File: src/rtl/core/bxf_pkg.sv
// bxf_pkg: shared types and constants for the 3x3 box filter.
// No dependencies; imported by every module under rtl/core.
`timescale 1ns / 1ps

package bxf_pkg;

    // Image geometry and sample format
    localparam int MAX_ROW_WIDTH = 1024;
    localparam int SAMPLE_BITS   = 16;
    localparam int ADDR_BITS     = $clog2(MAX_ROW_WIDTH);
    localparam int WIDTH_BITS    = ADDR_BITS + 1;   // holds MAX_ROW_WIDTH itself
    localparam int ROW_BITS      = 16;
    localparam int CFG_DATA_BITS = 16;
    localparam int CFG_INDEX_BITS = 2;

    // Reset values of the configuration registers
    localparam logic [WIDTH_BITS-1:0] ROW_WIDTH_RESET = WIDTH_BITS'(16);
    localparam logic [ROW_BITS-1:0]   ROW_COUNT_RESET = ROW_BITS'(16);

    // Sums: three samples per column, nine per window (plus rounding term)
    localparam int COL_BITS = SAMPLE_BITS + 2;
    localparam int SUM_BITS = SAMPLE_BITS + 4;

    // Divide by nine as multiply by reciprocal: floor(x * RECIP >> SHIFT)
    // is exact for every x below 2^SUM_BITS since the error term is < 9.
    localparam int DIV_SHIFT  = SUM_BITS + 4;
    localparam int RECIP_BITS = DIV_SHIFT - 3;
    localparam int PROD_BITS  = SUM_BITS + RECIP_BITS;
    localparam logic [RECIP_BITS-1:0] DIV9_RECIP =
        RECIP_BITS'((64'd1 << DIV_SHIFT) / 64'd9 + 64'd1);

    // Line store entry: {upper row sample, middle row sample}
    localparam int LINE_BITS = 2 * SAMPLE_BITS;

    // Configuration register indexes
    typedef enum logic [CFG_INDEX_BITS-1:0] {
        CFG_ROW_WIDTH = 2'd0,
        CFG_ROW_COUNT = 2'd1
    } cfg_index_t;

    // Position info for the incoming request
    typedef struct packed {
        logic [ADDR_BITS-1:0] col;
        logic                 emit;   // window around an interior pixel completes
        logic                 last;   // last pixel of the frame; it completes the last interior window
    } pos_info_t;

endpackage

File: src/rtl/core/bxf_position.sv
// bxf_position: configuration registers and raster position counters.
// Depends on bxf_pkg.
`timescale 1ns / 1ps

module bxf_position
    import bxf_pkg::*;
(
    input  logic                     clk,
    input  logic                     rst_n,
    input  logic                     cfg_fire,
    input  logic [CFG_INDEX_BITS-1:0] cfg_index,
    input  logic [CFG_DATA_BITS-1:0] cfg_data,
    input  logic                     in_fire,
    input  logic                     frame_start,
    output pos_info_t                pos
);

    logic [WIDTH_BITS-1:0] row_width_reg;
    logic [WIDTH_BITS-1:0] row_width_next;
    logic [ROW_BITS-1:0]   row_count_reg;
    logic [ROW_BITS-1:0]   row_count_next;
    logic [ADDR_BITS-1:0]  col_reg;
    logic [ADDR_BITS-1:0]  col_next;
    logic [ROW_BITS-1:0]   row_reg;
    logic [ROW_BITS-1:0]   row_next;

    logic [WIDTH_BITS-1:0] width_eff;
    logic [ADDR_BITS-1:0]  col_cur;
    logic [ROW_BITS-1:0]   row_cur;
    logic [WIDTH_BITS-1:0] col_ext;
    logic [WIDTH_BITS-1:0] col_inc;
    logic [ROW_BITS:0]     row_inc;

    // Configuration writes
    always_comb
    begin
        row_width_next = row_width_reg;
        row_count_next = row_count_reg;
        if (cfg_fire)
        begin
            case (cfg_index)
                CFG_ROW_WIDTH: row_width_next = cfg_data[WIDTH_BITS-1:0];
                CFG_ROW_COUNT: row_count_next = cfg_data[ROW_BITS-1:0];
                default:       ;
            endcase
        end
    end

    // Row width clamped to 1 .. MAX_ROW_WIDTH
    always_comb
    begin
        if (row_width_reg > WIDTH_BITS'(MAX_ROW_WIDTH))
            width_eff = WIDTH_BITS'(MAX_ROW_WIDTH);
        else if (row_width_reg == '0)
            width_eff = WIDTH_BITS'(1);
        else
            width_eff = row_width_reg;
    end

    // Position of the incoming sample; frame start forces pixel (0,0)
    assign col_cur = frame_start ? '0 : col_reg;
    assign row_cur = frame_start ? '0 : row_reg;
    assign col_ext = {1'b0, col_cur};
    assign col_inc = col_ext + WIDTH_BITS'(1);
    assign row_inc = {1'b0, row_cur} + (ROW_BITS+1)'(1);

    always_comb
    begin
        pos.col  = col_cur;
        pos.emit = (col_cur >= ADDR_BITS'(2)) && (col_ext < width_eff)
                   && (row_cur >= ROW_BITS'(2)) && (row_cur < row_count_reg);
        pos.last = (col_ext == width_eff - WIDTH_BITS'(1))
                   && (row_cur == row_count_reg - ROW_BITS'(1));
    end

    // Advance: column wraps at row width, row wraps at row count
    always_comb
    begin
        col_next = col_reg;
        row_next = row_reg;
        if (in_fire)
        begin
            if (col_inc >= width_eff)
            begin
                col_next = '0;
                if (row_inc >= {1'b0, row_count_reg})
                    row_next = '0;
                else
                    row_next = row_inc[ROW_BITS-1:0];
            end
            else
            begin
                col_next = col_inc[ADDR_BITS-1:0];
                row_next = row_cur;
            end
        end
    end

    always_ff @(posedge clk or negedge rst_n)
    begin
        if (!rst_n)
        begin
            row_width_reg <= ROW_WIDTH_RESET;
            row_count_reg <= ROW_COUNT_RESET;
            col_reg       <= '0;
            row_reg       <= '0;
        end
        else
        begin
            row_width_reg <= row_width_next;
            row_count_reg <= row_count_next;
            col_reg       <= col_next;
            row_reg       <= row_next;
        end
    end

    // Counters move only on accepted requests
    a_pos_hold: assert property (@(posedge clk) disable iff (!rst_n)
        !in_fire |=> $stable(col_reg) && $stable(row_reg))
        else $error("position changed without an accepted request");

    // Without frame start the column steps by one or wraps to zero
    a_col_step: assert property (@(posedge clk) disable iff (!rst_n)
        in_fire && !frame_start |=>
            (col_reg == '0) || (col_reg == $past(col_reg) + 1'b1))
        else $error("column position skipped");

    // After a frame start the row is the first or the second one
    a_row_start: assert property (@(posedge clk) disable iff (!rst_n)
        in_fire && frame_start |=> (row_reg == '0) || (row_reg == ROW_BITS'(1)))
        else $error("row position not reset by frame start");

endmodule

File: config.mk
export PLATFORM = sky130hd
export DESIGN_NAME = bxf_position
export DESIGN_NICKNAME = d
export VERILOG_FILES = /design/src/rtl/core/bxf_pkg.sv /design/src/rtl/core/bxf_position.sv
export SDC_FILE = /design/constraint.sdc
export NUM_CORES = 1
export LEC_CHECK = 0
export ABC_AREA = 1
export BUFFER_PORTS_ARGS = -buffer_cell sky130_fd_sc_hd__buf_2
export CELL_PAD_IN_SITES_DETAIL_PLACEMENT = 1
export CELL_PAD_IN_SITES_GLOBAL_PLACEMENT = 2
export CORE_ASPECT_RATIO = 1.5
export CORE_MARGIN = 3
export CORE_UTILIZATION = 38
export DETAILED_ROUTE_END_ITERATION = 12
export GPL_ROUTABILITY_DRIVEN = 1
export PLACE_DENSITY = 0.93
export SYNTH_ARGS = -nofsm -noshare
export SYNTH_HDL_FRONTEND = slang
export SYNTH_SLANG_ARGS = --single-unit
File: constraint.sdc
create_clock -name clk -period 13.1 [get_ports clk]
set_clock_uncertainty 0.2 [all_clocks]
set_input_delay 3.93 -clock clk [delete_from_list [all_inputs] [get_ports clk]]
set_output_delay 3.93 -clock clk [all_outputs]
set_load 0.01 [all_outputs]
**Word-level counts from Yosys, hierarchy flattened**

Cells that the tools add are included.

- $add $sub $neg: 4
- Magnitude comparators: 7
- Equal/unequal tests: 3
- Muxes and demuxes: 7
- Reductions and logical operators: 8

Operators with widths:

| cell | count |
|---|---|
| $mux 16 | 3 |
| $mux 11 | 2 |
| $mux 10 | 2 |
| $add 16x1->17 const B | 1 |
| $ge 17x16->1 | 1 |
| $eq 16x16->1 | 1 |
| $ge 16x2->1 const B | 1 |
| $lt 16x16->1 | 1 |
| $sub 16x1->16 const B | 1 |
| $add 10x1->11 const B | 1 |
| $eq 10x11->1 | 1 |
| $ge 11x11->1 | 1 |
| $gt 11x11->1 const B | 1 |
| $logic_not 11->1 | 1 |
| $lt 10x11->1 | 1 |
| $sub 11x1->11 const B | 1 |
| $ge 10x2->1 const B | 1 |
| $logic_and 1x1->1 | 4 |
| $reduce_and 2->1 | 2 |
| $eq 2x1->1 const B | 1 |
| $logic_not 2->1 | 1 |

- Bits in registers: 53
- Input port bits: 23
- Output and inout bits: 12
- Logic and storage cells: 33

**Depth between registers and ports, before layout**

- Word-level depth: 7
- Depth in mapped cells: 23
- Depth with buffers taken out: 21

**Least setup slack after synthesis**

OpenSTA, ideal clock, no wires.

- Path type: input port to output port
- Start point: in frame_start
- End point: out pos[0] (netlist bit)
- Arrival time: 5.650 ns
- Required time: 8.970 ns
- Slack: 3.320 ns
- Stages on the path: 16
- Buffers on the path: 2
- Path through: buf_6 buf_6 nor2_1 inv_1 ha_1 inv_1 nand2_1 nor2_1 o21ai_0 nor2_1 nand3_1 nor2_1 nand3_1 nor2_1 nand3_1 nor2_1

RTL lines:

| item | RTL line | text |
|---|---|---|
| from (decl) | bxf_position.sv:14 | `input logic frame_start,` |
| to (decl) | bxf_position.sv:15 | `output pos_info_t pos` |

==> run metrics <==
FF+latch count, synth 53; GRT overflow 0; initial antenna violation count 0; synth top area cells dfrtp_1 (23%), ha_1 (14%), nand2_1 (12%); Die Footprint 0.01580 mm2; final setup violation count 0; Setup CP Type in -> out; Vias/cell 5.360; CTS Buf Count 5; Mapped Area 0.005433 mm2; reg2reg path depth 19; Req. time, crit path 8970 ps; Post-Syn Nets 894; vias in the first global route 5907; outcome finished, final reports clean; Syn Inst Count 812; Slew @ Worst Pin 1035 ps; CP endpoint kind primary output; Routed WL 19030 um; WP data arrival 6180 ps; maxcap violations 0; # IOs 35; Hold Fails Final Rpt 0; mux contribution to synthesized area 0%; Post-CTS Hold Buffers 0; Fmax 0.09699 GHz; post-CTS sizing 0; CORE AREA 0.01373 mm2; initial DRC count 125; Mapped Avg Cell Area 6.691 um2; Worst-Skew Late Latency 310 ps; DRC viols 0; routability cong. 0.9723; RSZ-0062 raised after global routing no; CTS tree built; Worst Hold Depth 2; Post-synth EDFFs 0; row count 52; Area growth syn-to-layout 8.452%; Vias 5489; Tot Pwr 0.6999 mW; maximum vdd ir drop 0.04915 mV; Synth Flop Type dfrtp_1; relative slew slack 30.81%; Post-synth ARST share 100.0%; power per cell area 118.8 mW/mm2; Initial Utilization 39.57%; port buffer count 34; chip width 103.6 um; Synth area leader dfrtp_1; final net count 916; Synth Area in Compound Gates 11.72%; XOR/XNOR Fraction of Synth Area 5.320%; clock root cell clkbuf_16; hold slack 318.5 ps; CTS max path bufs 2; crit-path max FO 19; # diodes 0; Post-CTS Setup Repair Bufs 0; Yosys cell types 45; combinational family with the most area after synthesis simple AND/OR/NAND/NOR gates; clk slew on worst S/H paths 80 ps; minimum clock period after layout 10310 ps; Final Slew Violations 0; DP HPWL 15670 um; Adder-Cell Fraction of Synth Area 13.59%; ratio of cells with drive above 1 in the final layout 10.30%; crit share post-route 78.70%; Ys Warns 0; Yosys top cell area share 23.49%; Total Routing Usage GR 24.29%; Die Height 152.4 um; Setup TNS Final 0 ps; Leak 3.107 nW; TritonCTS Sinks 53; DR WL/cell 18.59 um; Post-Synth Simple-Gate Area 34.78%; H-tree levels 2; largest net degree at the start of global routing 54; first-pass GRT wire length 30570 um; type of origin of the critical path input pin; Min-Delay Path Class reg -> reg; Initial DRT Pass Iterations 4; final core utilization 42.92%; register area share after synthesis 24.46%; post-route ant nets 0
-- stage by stage --
step	setup WS, ps	instance area [um2]	instances
6_report	2790	5892	1024
5_1_grt	2587	5892	1024
4_1_cts	2792	5892	1024
3_5_place_dp	2800	5742	1016
3_3_place_gp	2838	5742	1016
2_1_floorplan	3320	5433	812
-- layer usage --
metal	GRT usage [%]	vias to the layer above	wire length, um
met5	0	-	0
met4	11.79	0	965
met3	1.908	51	364
met2	48.56	89	10510
met1	24.97	2671	7190
li1	-	2678	-
-- worst max-delay path, stage by stage --
cell and delay (ps):
buf_2 490, nor2_1 250, inv_1 130, ha_1 240
inv_1 80, nand2_1 50, nor2_1 100, o21ai_0 90
nor2_1 110, nand3_1 80, nor2_1 90, nand3_1 100
nor2_1 130, nand3_1 80, nor2_1 80, buf_2 130
-- synth_stat cells, types with 3 or more instances --
| library cell | n |
|---|---|
| xor2_1 | 25 |
| nand2_4 | 3 |
| dfrtp_1 | 51 |
| nor2_1 | 106 |
| nand4_1 | 13 |
| nor2_2 | 8 |
| nand3_1 | 69 |
| nor4_1 | 7 |
| ha_1 | 59 |
| nand2_1 | 173 |
| xnor2_1 | 8 |
| o21ai_0 | 43 |
| nand3b_1 | 4 |
| nor2_4 | 4 |
| clkbuf_1 | 13 |
| or2_2 | 3 |
| a21oi_1 | 61 |
| nand2_2 | 4 |
| inv_2 | 6 |
| buf_6 | 4 |
| inv_1 | 107 |
| nor3_1 | 8 |
| o21ai_1 | 3 |
-- report_power, final --
part           total, mW  internal [mW]  switching [mW]
Clock              0.143         0.0723          0.0708
Combinational      0.334          0.110           0.225
Sequential         0.222          0.190          0.0322
Total              0.700          0.372           0.328
-- final cells by class --
cell class | instances | area (um2)
clock buffers | 5 | 125.1
clock inverters | 3 | 25.02
fillers | 1835 | 7836
inverters | 114 | 435.4
multi-input cells | 624 | 3556
flip-flops and latches | 53 | 1329
well taps | 189 | 236.5
repair buffers | 36 | 185.2
-- cells in the final DEF (no fill, tap or decap), types with 13 or more instances in the layout --
| cell type | synthesis | layout |
|---|---|---|
| nand2_1 | 173 | 173 |
| inv_1 | 107 | 107 |
| nor2_1 | 106 | 105 |
| nand3_1 | 69 | 69 |
| a21oi_1 | 61 | 61 |
| ha_1 | 59 | 59 |
| dfrtp_1 | 51 | 51 |
| o21ai_0 | 43 | 43 |
| buf_2 | 2 | 34 |
| xor2_1 | 25 | 25 |
| nand4_1 | 13 | 13 |
-- cells by family (layout without fill, tap and decap cells) --
logic type,after synthesis,after routing
AO/OA/AOI/OAI,120,120
XOR/XNOR,33,33
adder cells (fa/ha/maj),59,59
buffers and inverters,135,158
flip-flops,53,53
AND/OR/NAND/NOR,412,412
-- path summary, 6_finish.rpt --
path	from	to	slack (ps)
max	frame_start	pos[0]	2790
min	row_count_reg[1]$_DFFE_PN0P_	row_count_reg[1]$_DFFE_PN0P_	320
max reg2reg	row_reg[4]$_DFFE_PN0P_	row_reg[8]$_DFFE_PN0P_	8990
min reg2reg	row_count_reg[1]$_DFFE_PN0P_	row_count_reg[1]$_DFFE_PN0P_	320
max in group asynchronous	rst_n	col_reg[7]$_DFFE_PN0P_	8640
min in group asynchronous	rst_n	row_width_reg[5]$_DFFE_PN0P_	3560
Power figures use the tool's default switching activity.
