**config.mk**
```make
export PLATFORM = sky130hd
export DESIGN_NAME = bxf_window
export DESIGN_NICKNAME = d
export VERILOG_FILES = /design/src/rtl/core/bxf_pkg.sv /design/src/rtl/core/bxf_window.sv
export SDC_FILE = /design/constraint.sdc
export NUM_CORES = 1
export LEC_CHECK = 0
export BUFFER_PORTS_ARGS = -buffer_cell sky130_fd_sc_hd__buf_2
export CAP_MARGIN = 20
export CORE_MARGIN = 4
export CORE_UTILIZATION = 25
export CTS_CLUSTER_DIAMETER = 60
export DETAILED_ROUTE_END_ITERATION = 8
export MAX_ROUTING_LAYER = met4
export SYNTH_ARGS = -nofsm -noshare
export SYNTH_HDL_FRONTEND = slang
export SYNTH_SLANG_ARGS = --single-unit
```
**constraint.sdc**
```tcl
create_clock -name clk -period 10.2 [get_ports clk]
set_clock_uncertainty 0.05 [all_clocks]
set_input_delay 1.53 -clock clk [delete_from_list [all_inputs] [get_ports clk]]
set_output_delay 1.53 -clock clk [all_outputs]
set_load 0.01 [all_outputs]
```
**src/rtl/core/bxf_pkg.sv**
```systemverilog
// bxf_pkg: shared types and constants for the 3x3 box filter.
// No dependencies; imported by every module under rtl/core.
`timescale 1ns / 1ps

package bxf_pkg;

    // Image geometry and sample format
    localparam int MAX_ROW_WIDTH = 1024;
    localparam int SAMPLE_BITS   = 16;
    localparam int ADDR_BITS     = $clog2(MAX_ROW_WIDTH);
    localparam int WIDTH_BITS    = ADDR_BITS + 1;   // holds MAX_ROW_WIDTH itself
    localparam int ROW_BITS      = 16;
    localparam int CFG_DATA_BITS = 16;
    localparam int CFG_INDEX_BITS = 2;

    // Reset values of the configuration registers
    localparam logic [WIDTH_BITS-1:0] ROW_WIDTH_RESET = WIDTH_BITS'(16);
    localparam logic [ROW_BITS-1:0]   ROW_COUNT_RESET = ROW_BITS'(16);

    // Sums: three samples per column, nine per window (plus rounding term)
    localparam int COL_BITS = SAMPLE_BITS + 2;
    localparam int SUM_BITS = SAMPLE_BITS + 4;

    // Divide by nine as multiply by reciprocal: floor(x * RECIP >> SHIFT)
    // is exact for every x below 2^SUM_BITS since the error term is < 9.
    localparam int DIV_SHIFT  = SUM_BITS + 4;
    localparam int RECIP_BITS = DIV_SHIFT - 3;
    localparam int PROD_BITS  = SUM_BITS + RECIP_BITS;
    localparam logic [RECIP_BITS-1:0] DIV9_RECIP =
        RECIP_BITS'((64'd1 << DIV_SHIFT) / 64'd9 + 64'd1);

    // Line store entry: {upper row sample, middle row sample}
    localparam int LINE_BITS = 2 * SAMPLE_BITS;

    // Configuration register indexes
    typedef enum logic [CFG_INDEX_BITS-1:0] {
        CFG_ROW_WIDTH = 2'd0,
        CFG_ROW_COUNT = 2'd1
    } cfg_index_t;

    // Position info for the incoming request
    typedef struct packed {
        logic [ADDR_BITS-1:0] col;
        logic                 emit;   // window around an interior pixel completes
        logic                 last;   // last pixel of the frame; it completes the last interior window
    } pos_info_t;

endpackage

```
**src/rtl/core/bxf_window.sv**
```systemverilog
// bxf_window: the two previous window columns kept as column sums, and
// the nine-sample window sum with the rounding term. Depends on bxf_pkg.
`timescale 1ns / 1ps

module bxf_window
    import bxf_pkg::*;
(
    input  logic                   clk,
    input  logic                   rst_n,
    input  logic                   shift,
    input  logic [SAMPLE_BITS-1:0] upper,
    input  logic [SAMPLE_BITS-1:0] middle,
    input  logic [SAMPLE_BITS-1:0] sample,
    output logic [SUM_BITS-1:0]    sum_round
);

    logic [COL_BITS-1:0] col1_reg;   // column c-1
    logic [COL_BITS-1:0] col1_next;
    logic [COL_BITS-1:0] col2_reg;   // column c-2
    logic [COL_BITS-1:0] col2_next;
    logic [COL_BITS-1:0] col_new;

    // Sum of the column completed by the current sample
    assign col_new = COL_BITS'(upper) + COL_BITS'(middle) + COL_BITS'(sample);

    // Window sum plus 4 for round-to-nearest on divide by nine
    assign sum_round = SUM_BITS'(col_new) + SUM_BITS'(col1_reg)
                       + SUM_BITS'(col2_reg) + SUM_BITS'(4);

    // Column shift on every request leaving the read stage
    always_comb
    begin
        col1_next = col1_reg;
        col2_next = col2_reg;
        if (shift)
        begin
            col1_next = col_new;
            col2_next = col1_reg;
        end
    end

    always_ff @(posedge clk or negedge rst_n)
    begin
        if (!rst_n)
        begin
            col1_reg <= '0;
            col2_reg <= '0;
        end
        else
        begin
            col1_reg <= col1_next;
            col2_reg <= col2_next;
        end
    end

endmodule
```
# Yosys cells after proc, flatten, opt, wreduce, memory -nomap -nowiden
# Index checks and enable logic that the tools add are counted.
# totals
regBits	36
in_bits	51
out_inout_bits	20
elab_cells	7
# op_classes
addsub	5
# ops
operator	n
19-bit by 18-bit adder with 20-bit output	1
20-bit by 3-bit adder with 20-bit output (second input constant)	1
18-bit by 18-bit adder with 19-bit output	1
17-bit by 16-bit adder with 18-bit output	1
16-bit by 16-bit adder with 17-bit output	1

# Longest topological paths before layout
# Gate-level depths: netlist (run 1).
# logic_depth
depth_word	5
ltp_mapped	19
depth_no_buf	18

# Worst setup path before layout (run 1)
# OpenSTA, ideal clock, no wires.
# synth_timing
kind	in2out
start	in upper[1]
end	out sum_round[17]
t_arrival_ns	5.787
t_required_ns	8.620
slack_ns	2.833
cell_stages	18
n_path_buf	1
cell_sequence	fa_1 > ha_1 > fa_1 > a21oi_1 > o21ai_0 > o221ai_1 > a21oi_1 > or2_2 > fa_1 > inv_1 > ha_1 > ha_1 > clkbuf_1 > nand3_1 > nor3_1 > nand3_1 > a211o_1 > o311ai_0
# synth_via
elab_chain_len	5
# synth_lines
item	line	rtl
start, declared	bxf_window.sv:11	input logic [SAMPLE_BITS-1:0] upper,
16-bit by 16-bit adder with 17-bit output	bxf_window.sv:24	assign col_new = COL_BITS'(upper) + COL_BITS'(middle) + COL_BITS'(sample);
17-bit by 16-bit adder with 18-bit output	bxf_window.sv:24	
18-bit by 18-bit adder with 19-bit output	bxf_window.sv:27	assign sum_round = SUM_BITS'(col_new) + SUM_BITS'(col1_reg)
19-bit by 18-bit adder with 20-bit output	bxf_window.sv:28	+ SUM_BITS'(col2_reg) + SUM_BITS'(4);
20-bit by 3-bit adder with 20-bit output	bxf_window.sv:28	
end, declared	bxf_window.sv:14	output logic [SUM_BITS-1:0] sum_round
# No other way between the ends.

# Worst setup path after layout (run 1)
# Same ends and word-level chain as after synthesis.

==> run_results.csv, run 1 <==
group,metric,value,unit
place,globalplace.congestion,0.8446,
cts,cts_made_buffers,5,
worst_setup_path,cp-start-kind,"input port",
synth,ys_seq_area_frac,0.2152,
drt,viasPerCell,4.474,
cells_and_area,antenna_cells,0,
die,die-area,0.01888,mm^2
global_routing,grt_antenna_before_repair,0,
cts,cts_hold_buf,0,
cts,clk_pin_slew,60,ps
synth,yosysWarnings,0,
synth,synth-seq-cells,36,
synth,synth_cell_types,53,
timing,worstMarginPinSlew,800.8,ps
global_routing,track_usage,0.1037,
worst_setup_path,r2r-start,"col1_reg[17]",
worst_setup_path,timing.critical_path.buf_inv,3,
cts,cts_setup_buffers,0,
drt,drtPass1Iterations,4,
cts,clockBufferDepth,2,
cells_and_area,multi_input_area,0.002954,mm^2
cts,ctsRootBufferMaster,"clkbuf_16",
worst_setup_path,endpoint_kind,"output pin",
timing,relSlewSlack,0.4661,
worst_setup_path,cpPeakStageDelay,480,ps
synth,synth-edff-count,0,
cells_and_area,utilization,0.3012,
worst_setup_path,required,8620,ps
worst_setup_path,worstSetupStartpoint,"upper[1]",
cts,h-tree-depth,2,
worst_setup_path,r2r-end,"col2_reg[17]",
die,design.core.area,0.01652,mm^2
die,fp.dieH,137.4,um
die,placementRows,47,
worst_setup_path,r2r_slack,9340,ps
timing,rsz0062_at_grt,"false",
cells_and_area,nFillCells,1750,
timing,tns,0,ps
drt,vias,3369,
die,dieWidth,137.4,um
synth,synth_cells,468,
worst_setup_path,slowest_stage,"fa_1",
synth,syn_area,0.004187,mm^2
global_routing,grt-ovfl-total,0,
die,io_pins,71,
run_status,status,"completed",
die,start_util,0.2534,
timing,final_max_slew_viol_count,0,
cells_and_area,regArea,900.9,um^2
cts,clkSinkCount,36,
synth,synth_nets,604,
worst_setup_path,path_class,"input port to output pin",
drt,wl_per_cell,12.29,um
place,port_buffers,70,
drt,drtAntennaViolNets,0,
place,dp_hpwl,7.704,mm
global_routing,grt_max_degree,59,
cts,cts.repair.resized,0,
timing,setup_viol_count_final,0,
global_routing,grt_pass1_wl,15.59,mm
cts,clk_latency,280,ps
worst_setup_path,critPathTopFamily,"adder cells",
cts,cts_tree,"yes",
flow_run,max_cap_viol_count,0,
drt,drc,0,
cells_and_area,area_delta_synth_final,18.89,%
drt,wirelength,9.254,mm
worst_setup_path,arrival,6310,ps
timing,fin_crit_sh,0.7734,
synth,postSynth.asyncResetShare,1.000,
cells_and_area,drive_above_1_share,0.1726,
worst_setup_path,crit_cells,19,
drt,drtIter0Drc,120,
timing,min_period,7889,ps
worst_setup_path,critPathCapture,"sum_round[17]",
min_path,worstHoldPathType,"register to register",
synth,synth_ff_type,"dfrtp_1",
worst_setup_path,path_cells,"buf_2, fa_1, ha_1, fa_1, a21oi_1, o21ai_0, o221ai_1, a21oi_1, or2_2, fa_1, inv_1, ha_1, ha_1, nand3_1, nor3_1, nand3_1, a211o_1, o311ai_0, buf_2",
global_routing,grt_pass1_vias,3249,
worst_setup_path,reg2regPathDepth,1,
timing,hold_viol_final,0,
synth,postSynthAreaPerCell,8.946,um^2
worst_setup_path,crit_fanout,8,
timing,max_freq,126.8,MHz
cells_and_area,nets,668,
through the flow:
| step | hold WS [ps] | setup WS (ps) | area, um^2 | std cells |
|---|---|---|---|---|
| 6_report | 431.2 | 2311 | 4977 | 753 |
| 5_1_grt | 468.2 | 1806 | 4977 | 753 |
| 4_1_cts | 435.1 | 2266 | 4977 | 753 |
| 3_5_place_dp | 419.6 | 2289 | 4762 | 745 |
| 3_3_place_gp | 404.3 | 2335 | 4762 | 745 |
| 2_1_floorplan | 399.8 | 2833 | 4187 | 468 |
Yosys cell counts (4+ instances only):
cell type / instances / area share
inv_1: 73 / 0.065
a21oi_1: 31 / 0.037
nor2b_1: 4 / 0.0060
mux2_2: 6 / 0.016
ha_1: 49 / 0.15
nor3_1: 9 / 0.011
or2_2: 4 / 0.0060
nand3_1: 14 / 0.017
clkbuf_1: 6 / 0.0054
o21bai_1: 4 / 0.0072
o21a_1: 6 / 0.011
xor2_1: 11 / 0.023
a31oi_1: 6 / 0.0090
xnor2_1: 10 / 0.021
buf_1: 4 / 0.0036
mux2i_1: 10 / 0.024
nand2_1: 40 / 0.036
o21ai_0: 28 / 0.033
a21o_1: 9 / 0.016
dfrtp_1: 36 / 0.22
o211ai_1: 6 / 0.011
nor2_1: 15 / 0.013
fa_1: 36 / 0.17
layout by cell type, fill, tap and decap left out, types with 4 or more instances in the layout:
| cell | Yosys | routed |
|---|---|---|
| clkbuf_16 | 0 | 5 |
| o211ai_1 | 6 | 6 |
| a21o_1 | 9 | 9 |
| xor2_1 | 11 | 11 |
| mux2_2 | 6 | 6 |
| nor2_1 | 15 | 15 |
| or2_2 | 4 | 4 |
| mux2i_1 | 10 | 10 |
| inv_1 | 73 | 73 |
| o21ai_0 | 28 | 28 |
| nor3_1 | 9 | 9 |
| ha_1 | 49 | 49 |
| nand2_1 | 40 | 40 |
| dfrtp_1 | 36 | 36 |
| o21bai_1 | 4 | 4 |
| nand3_1 | 14 | 14 |
| a31oi_1 | 6 | 6 |
| fa_1 | 36 | 36 |
| o21a_1 | 6 | 6 |
| a21oi_1 | 31 | 31 |
| xnor2_1 | 10 | 10 |
| buf_2 | 2 | 70 |
| nor2b_1 | 4 | 4 |
final cells by class:
class | instances | area share
Clock inverter | 3 | 0.01810
Tap cell | 220 | 0.05530
Inverter | 73 | 0.05505
Clock buffer | 5 | 0.02514
Sequential cell | 36 | 0.1810
Timing Repair Buffer | 71 | 0.07190
Multi-Input combinational cell | 345 | 0.5935
kinds of logic after synthesis:
kind of cell	after synthesis	synth area share
compound gates	120	0.1871
flops	36	0.2152
fa+ha+maj	85	0.3186
mux	16	0.04005
simple gates	103	0.1160
buf+inv	87	0.07920
xor+xnor	21	0.04393
routing by layer:
layer	vias to the layer above	wire length, um	track usage
met2	67	3901	0.1521
met1	1551	4932	0.1546
met5	-	0	-
met3	5	345	0.01059
met4	0	75	0.02162
li1	1746	-	-
worst min-delay path by stage:
stage            startpoint  slack, ps  cells past startpoint      endpoint
3_3_place_gp   col1_reg[11]        400                      2  col2_reg[11]
5_1_grt        col1_reg[11]        470                      2  col2_reg[11]
3_5_place_dp    col1_reg[9]        420                      2   col2_reg[9]
6_report        col1_reg[2]        430                      2   col2_reg[2]
2_1_floorplan  col1_reg[10]        400                      2  col2_reg[10]
4_1_cts         col1_reg[9]        440                      2   col2_reg[9]
Power of run 1 is not shown: default switching activity piles up to over one toggle a cycle in this logic, so the estimate is an artifact.
==> run 2: changes to the inputs <==
ABC_AREA = 1   (was unset)
clock period = 6.9 ns   (was 10.2 ns; I/O delays follow)
==> run_results.csv, run 2 <==
group,metric,value,unit
timing,setup_viol_count_final,0,
cells_and_area,antenna_cells,0,
cells_and_area,drive_above_1_share,0.1304,
global_routing,grt_max_degree,48,
drt,vias,3550,
synth,yosys-top-cells-area,"dfrtp_1 21%, fa_1 17%, nand2_1 17%",
drt,drc,0,
global_routing,grt_antenna_before_repair,0,
min_path,hold_end,"col2_reg[2]",
worst_setup_path,arrival,4980,ps
synth,synthDominantCellAreaShare,0.2128,
timing,max_freq,164.8,MHz
cts,cts_made_buffers,5,
cells_and_area,area_delta_synth_final,17.41,%
worst_setup_path,path_class,"input port to output pin",
synth,post-synth-top-area-cell,"dfrtp_1",
die,io_pins,71,
cts,clk_pin_slew,50,ps
cts,cts_hold_buf,0,
synth,synth_cell_types,28,
synth,synth_cells,582,
place,globalplace.congestion,0.8358,
synth,yosysWarnings,0,
cts,cts.repair.resized,0,
global_routing,track_usage,0.1002,
global_routing,grt-ovfl-total,0,
synth,synth-seq-cells,36,
timing,rsz0062_at_grt,"false",
worst_setup_path,cp-start-kind,"input port",
synth,postSynth.asyncResetShare,1.000,
synth,ys_seq_area_frac,0.2128,
timing,worstMarginPinSlew,793.7,ps
worst_setup_path,required,5810,ps
drt,wirelength,8.959,mm
global_routing,grt_pass1_wl,16.08,mm
die,design.core.area,0.01658,mm^2
place,dp_hpwl,7.676,mm
synth,postSynthAreaPerCell,7.275,um^2
min_path,worstHoldPathType,"register to register",
worst_setup_path,r2r-end,"col2_reg[15]",
synth,synth_nets,718,
synth,ys_top_cells_by_count,"191 x nand2_1, 120 x inv_1, 49 x ha_1",
worst_setup_path,reg2regPathDepth,2,
synth,synth_ff_type,"dfrtp_1",
worst_setup_path,crit_fanout,4,
cts,h-tree-depth,2,
synth,synth-edff-count,0,
worst_setup_path,r2r_slack,6140,ps
timing,final_max_slew_viol_count,0,
place,port_buffers,70,
worst_setup_path,r2r-start,"col1_reg[15]",
timing,hold_viol_final,0,
min_path,whs_path_depth,2,
die,placementRows,47,
cts,clkSinkCount,36,
cts,clockBufferDepth,2,
run_status,status,"completed",
die,fp.dieH,138.1,um
cells_and_area,nets,788,
timing,fin_crit_sh,0.8793,
cts,cts_setup_buffers,0,
synth,syn_area,0.004234,mm^2
drt,wl_per_cell,10.27,um
cells_and_area,nFillCells,1825,
worst_setup_path,endpoint_kind,"output pin",
global_routing,grt_pass1_vias,3503,
die,dieWidth,138.1,um
cells_and_area,layout_common_cells,"191 x nand2_1, 120 x inv_1, 70 x buf_2",
min_path,min_from,"col1_reg[2]",
die,die-area,0.01908,mm^2
timing,relSlewSlack,0.4703,
die,start_util,0.2553,
drt,drtPass1Iterations,4,
flow_run,max_cap_viol_count,0,
drt,drtAntennaViolNets,0,
drt,viasPerCell,4.071,
cts,cts_tree,"yes",
cells_and_area,final_common_cell,"nand2_1",
timing,min_period,6067,ps
synth,synth_most_common_cell,"nand2_1",
timing,tns,0,ps
drt,drtIter0Drc,128,
cts,clk_latency,270,ps
cts,ctsRootBufferMaster,"clkbuf_16",
## run 2: changes by cell type after synthesis, sizes merged, moves of 7 or more
cell	previous run	this run
a21o	9	2
nand3	14	29
nor2	15	23
mux2i	10	0
inv	73	120
a21oi	31	23
nand2	40	195
## run 2: per-stage QoR
| stage | util | instance area (um^2) | worst slack (ps) | std cells | hold WS, ps |
|---|---|---|---|---|---|
| global placement | 0.2906 | 4818 | 840.6 | 865 | 407.4 |
| CTS | 0.2998 | 4971 | 802.7 | 872 | 437.7 |
| finish | 0.2998 | 4971 | 832.8 | 872 | 431.0 |
| detailed placement | 0.2906 | 4818 | 828.7 | 865 | 420.3 |
| floorplan | - | 4234 | 1304 | 582 | 399.8 |
| global route | 0.2998 | 4971 | 440.6 | 872 | 467.3 |
## run 2: final cells by class
cell class                      instances  area (um^2)  share of cell area
Timing Repair Buffer                   70        350.3             0.07048
Multi-Input combinational cell        419         2841              0.5716
Tap cell                              220        275.3             0.05537
Sequential cell                        36        900.9              0.1812
Inverter                              120        450.4             0.09061
Clock buffer                            7        152.6             0.03071
## run 2: logic make-up (layout without fill, tap and decap cells)
kind of cell	count (synthesis)	in the layout	synth area share
buffers and inverters	127	197	0.1161
flip-flops	36	36	0.2128
adder cells (fa/ha/maj)	85	85	0.3150
AO/OA/AOI/OAI	55	55	0.06915
XOR/XNOR	16	16	0.03310
AND/OR/NAND/NOR	263	263	0.2538
## run 2: routing by layer
layer  GRT usage  part of all wire
met5           -                 0
met1      0.1512              0.55
met2      0.1454              0.40
met3    0.008633             0.037
met4     0.02340             0.011
## run 2: how the worst max path moves through the flow
| stage | start | end | slack [ps] | cells past startpoint |
|---|---|---|---|---|
| final | upper[1] | sum_round[18] | 830 | 24 |
| after global routing | upper[1] | sum_round[16] | 440 | 24 |
| after CTS | upper[1] | sum_round[18] | 800 | 24 |
| after detailed placement | upper[1] | sum_round[18] | 830 | 22 |
| after global placement | upper[1] | sum_round[16] | 840 | 24 |
| after floorplan | upper[1] | sum_round[16] | 1300 | 21 |
## run 2: worst max-delay path, stage by stage
cell and delay, ps:
buf_2 110, fa_1 470, ha_1 240, fa_1 410
nand2_1 90, nand2_1 70, and2_4 150, nand3_1 90
nand3_1 80, nand2_1 90, nand2_1 80, fa_1 490
inv_1 50, ha_1 290, ha_1 360, a21oi_1 200
o21ai_0 120, inv_1 100, nor2_1 40, nor2_1 120
nand2_1 70, nand2_1 50, nand2_1 50, buf_2 130
Power of run 2 is left out for the same reason.
==> run 3: changes to the inputs <==
==> constraint.sdc (replaced) <==
create_clock -name clk -period 6.9 [get_ports clk]
set_clock_uncertainty 0.05 [all_clocks]
set_input_delay 2.07 -clock clk [delete_from_list [all_inputs] [get_ports clk]]
set_output_delay 2.07 -clock clk [all_outputs]
set_load 0.01 [all_outputs]
==> run_results.csv, run 3 (synthesis results as in run 2) <==
group,metric,value,unit
cts,h-tree-depth,2,
timing,tns,-12870,ps
drt,vias,3864,
drt,drc,0,
timing,min_period,7825,ps
global_routing,track_usage,0.1071,
cells_and_area,utilization,0.3816,
die,placementRows,47,
timing,final_max_slew_viol_count,0,
drt,wirelength,9.833,mm
timing,max_freq,127.8,MHz
flow_run,max_cap_viol_count,0,
die,dieWidth,138.1,um
cts,clockBufferDepth,2,
timing,hold_ws,423.4,ps
timing,fin_crit_sh,1.134,
drt,drtPass1Iterations,4,
cts,ctsRootBufferMaster,"clkbuf_16",
run_status,status,"finished, violations left",
worst_setup_path,endpoint_kind,"output pin",
timing,relSlewSlack,0.4719,
timing,setup_viol_count_final,17,
global_routing,grt_pass1_vias,3848,
place,globalplace.congestion,0.8089,
timing,fin_ws,-925.0,ps
place,port_buffers,70,
run_status,violations,"setup timing",
global_routing,grt_antenna_before_repair,0,
cts,clk_pin_slew,50,ps
cells_and_area,nets,855,
cells_and_area,final_common_cell,"nand2_1",
cells_and_area,layout_common_cells,"156 x nand2_1, 113 x inv_1, 65 x buf_2",
cts,clk_latency,280,ps
worst_setup_path,required,4780,ps
cts,clkSinkCount,36,
worst_setup_path,arrival,5700,ps
global_routing,grt_pass1_wl,17.19,mm
global_routing,grt-ovfl-total,0,
drt,wl_per_cell,10.46,um
cells_and_area,antenna_cells,0,
die,design.core.area,0.01658,mm^2
place,dp_hpwl,7.933,mm
drt,drtIter0Drc,103,
timing,rsz0062_at_grt,"true",
cts,cts_tree,"yes",
drt,viasPerCell,4.111,
min_path,worstHoldPathType,"register to register",
worst_setup_path,crit_fanout,4,
die,io_pins,71,
timing,worstMarginPinSlew,791.3,ps
global_routing,grt_max_degree,48,
cells_and_area,area_delta_synth_final,49.47,%
worst_setup_path,path_class,"input port to output pin",
timing,hold_viol_final,0,
cts,cts_made_buffers,5,
worst_setup_path,cp-start-kind,"input port",
die,fp.dieH,138.1,um
place,post-place-ws,-1020,ps
die,start_util,0.2553,
cells_and_area,drive_above_1_share,0.3819,
die,die-area,0.01908,mm^2
drt,drtAntennaViolNets,0,
[run 3: cell count changes in the layout (fill, tap and decap cells not counted), moves of 12 or more]
cell     change
nand2_2     +30
buf_4       +60
ha_1        -33
nand2_1     -35
ha_4        +30
a21oi_1     -17
a21oi_2     +15
buf_6       +12
[run 3: metal layers]
layer,part of all wire,wire length (um),track usage
met5,0,0,-
met4,0.012,116,0.02808
met3,0.029,283,0.008978
met2,0.43,4216,0.1570
met1,0.53,5216,0.1592
[run 3: final cells by class]
| type | instances | area [um^2] |
|---|---|---|
| fill | 1701 | 10250 |
| multi-input combinational | 419 | 3645 |
| timing repair buffer | 137 | 910.9 |
| sequential | 36 | 900.9 |
| inverter | 120 | 450.4 |
| tap | 220 | 275.3 |
| clock buffer | 8 | 146.4 |
[run 3: final timing paths]
check | from | endpoint | slack, ps | cells after the start
hold reg to reg | col1_reg[2] | col2_reg[2] | 420 | 2
min in group asynchronous | rst_n | col1_reg[0] | 1820 | 1
setup / recovery | upper[1] | sum_round[16] | -920 | 23
max in group asynchronous | rst_n | col2_reg[16] | 4470 | 1
hold / removal | col1_reg[2] | col2_reg[2] | 420 | 2
setup reg to reg | col1_reg[5] | col1_reg[5] | 6150 | 2
[run 3: critical path, cell delays in order]
cell,delay [ps]
buf_6,90
fa_1,470
ha_2,200
fa_2,340
nand2_1,80
nand2_1,60
and2_4,160
nand2_4,60
nand2_4,50
xor2_2,170
inv_1,70
fa_1,520
inv_2,60
ha_4,240
ha_4,260
a21o_1,200
a21boi_2,150
nor2_1,50
nor2_1,110
nand2_1,60
nand2_1,70
nand2_2,50
buf_6,110
[run 3: what timing repair did]
item / in CTS / in global routing
buffers inserted: 2 / 4
endpoints found under the setup margin: 17 / 17
hold buffers: 0 / 0
pin swaps: 28 / 19
resized for setup: 52 / 53
[run 3: per-stage QoR]
step                      instance area [um^2]  cells
after global routing                      6329    940
after floorplan                           4579    582
after detailed placement                  5629    927
final                                     6329    940
after global placement                    5629    927
after CTS                                 6035    936
Power of run 3 is left out for the same reason.
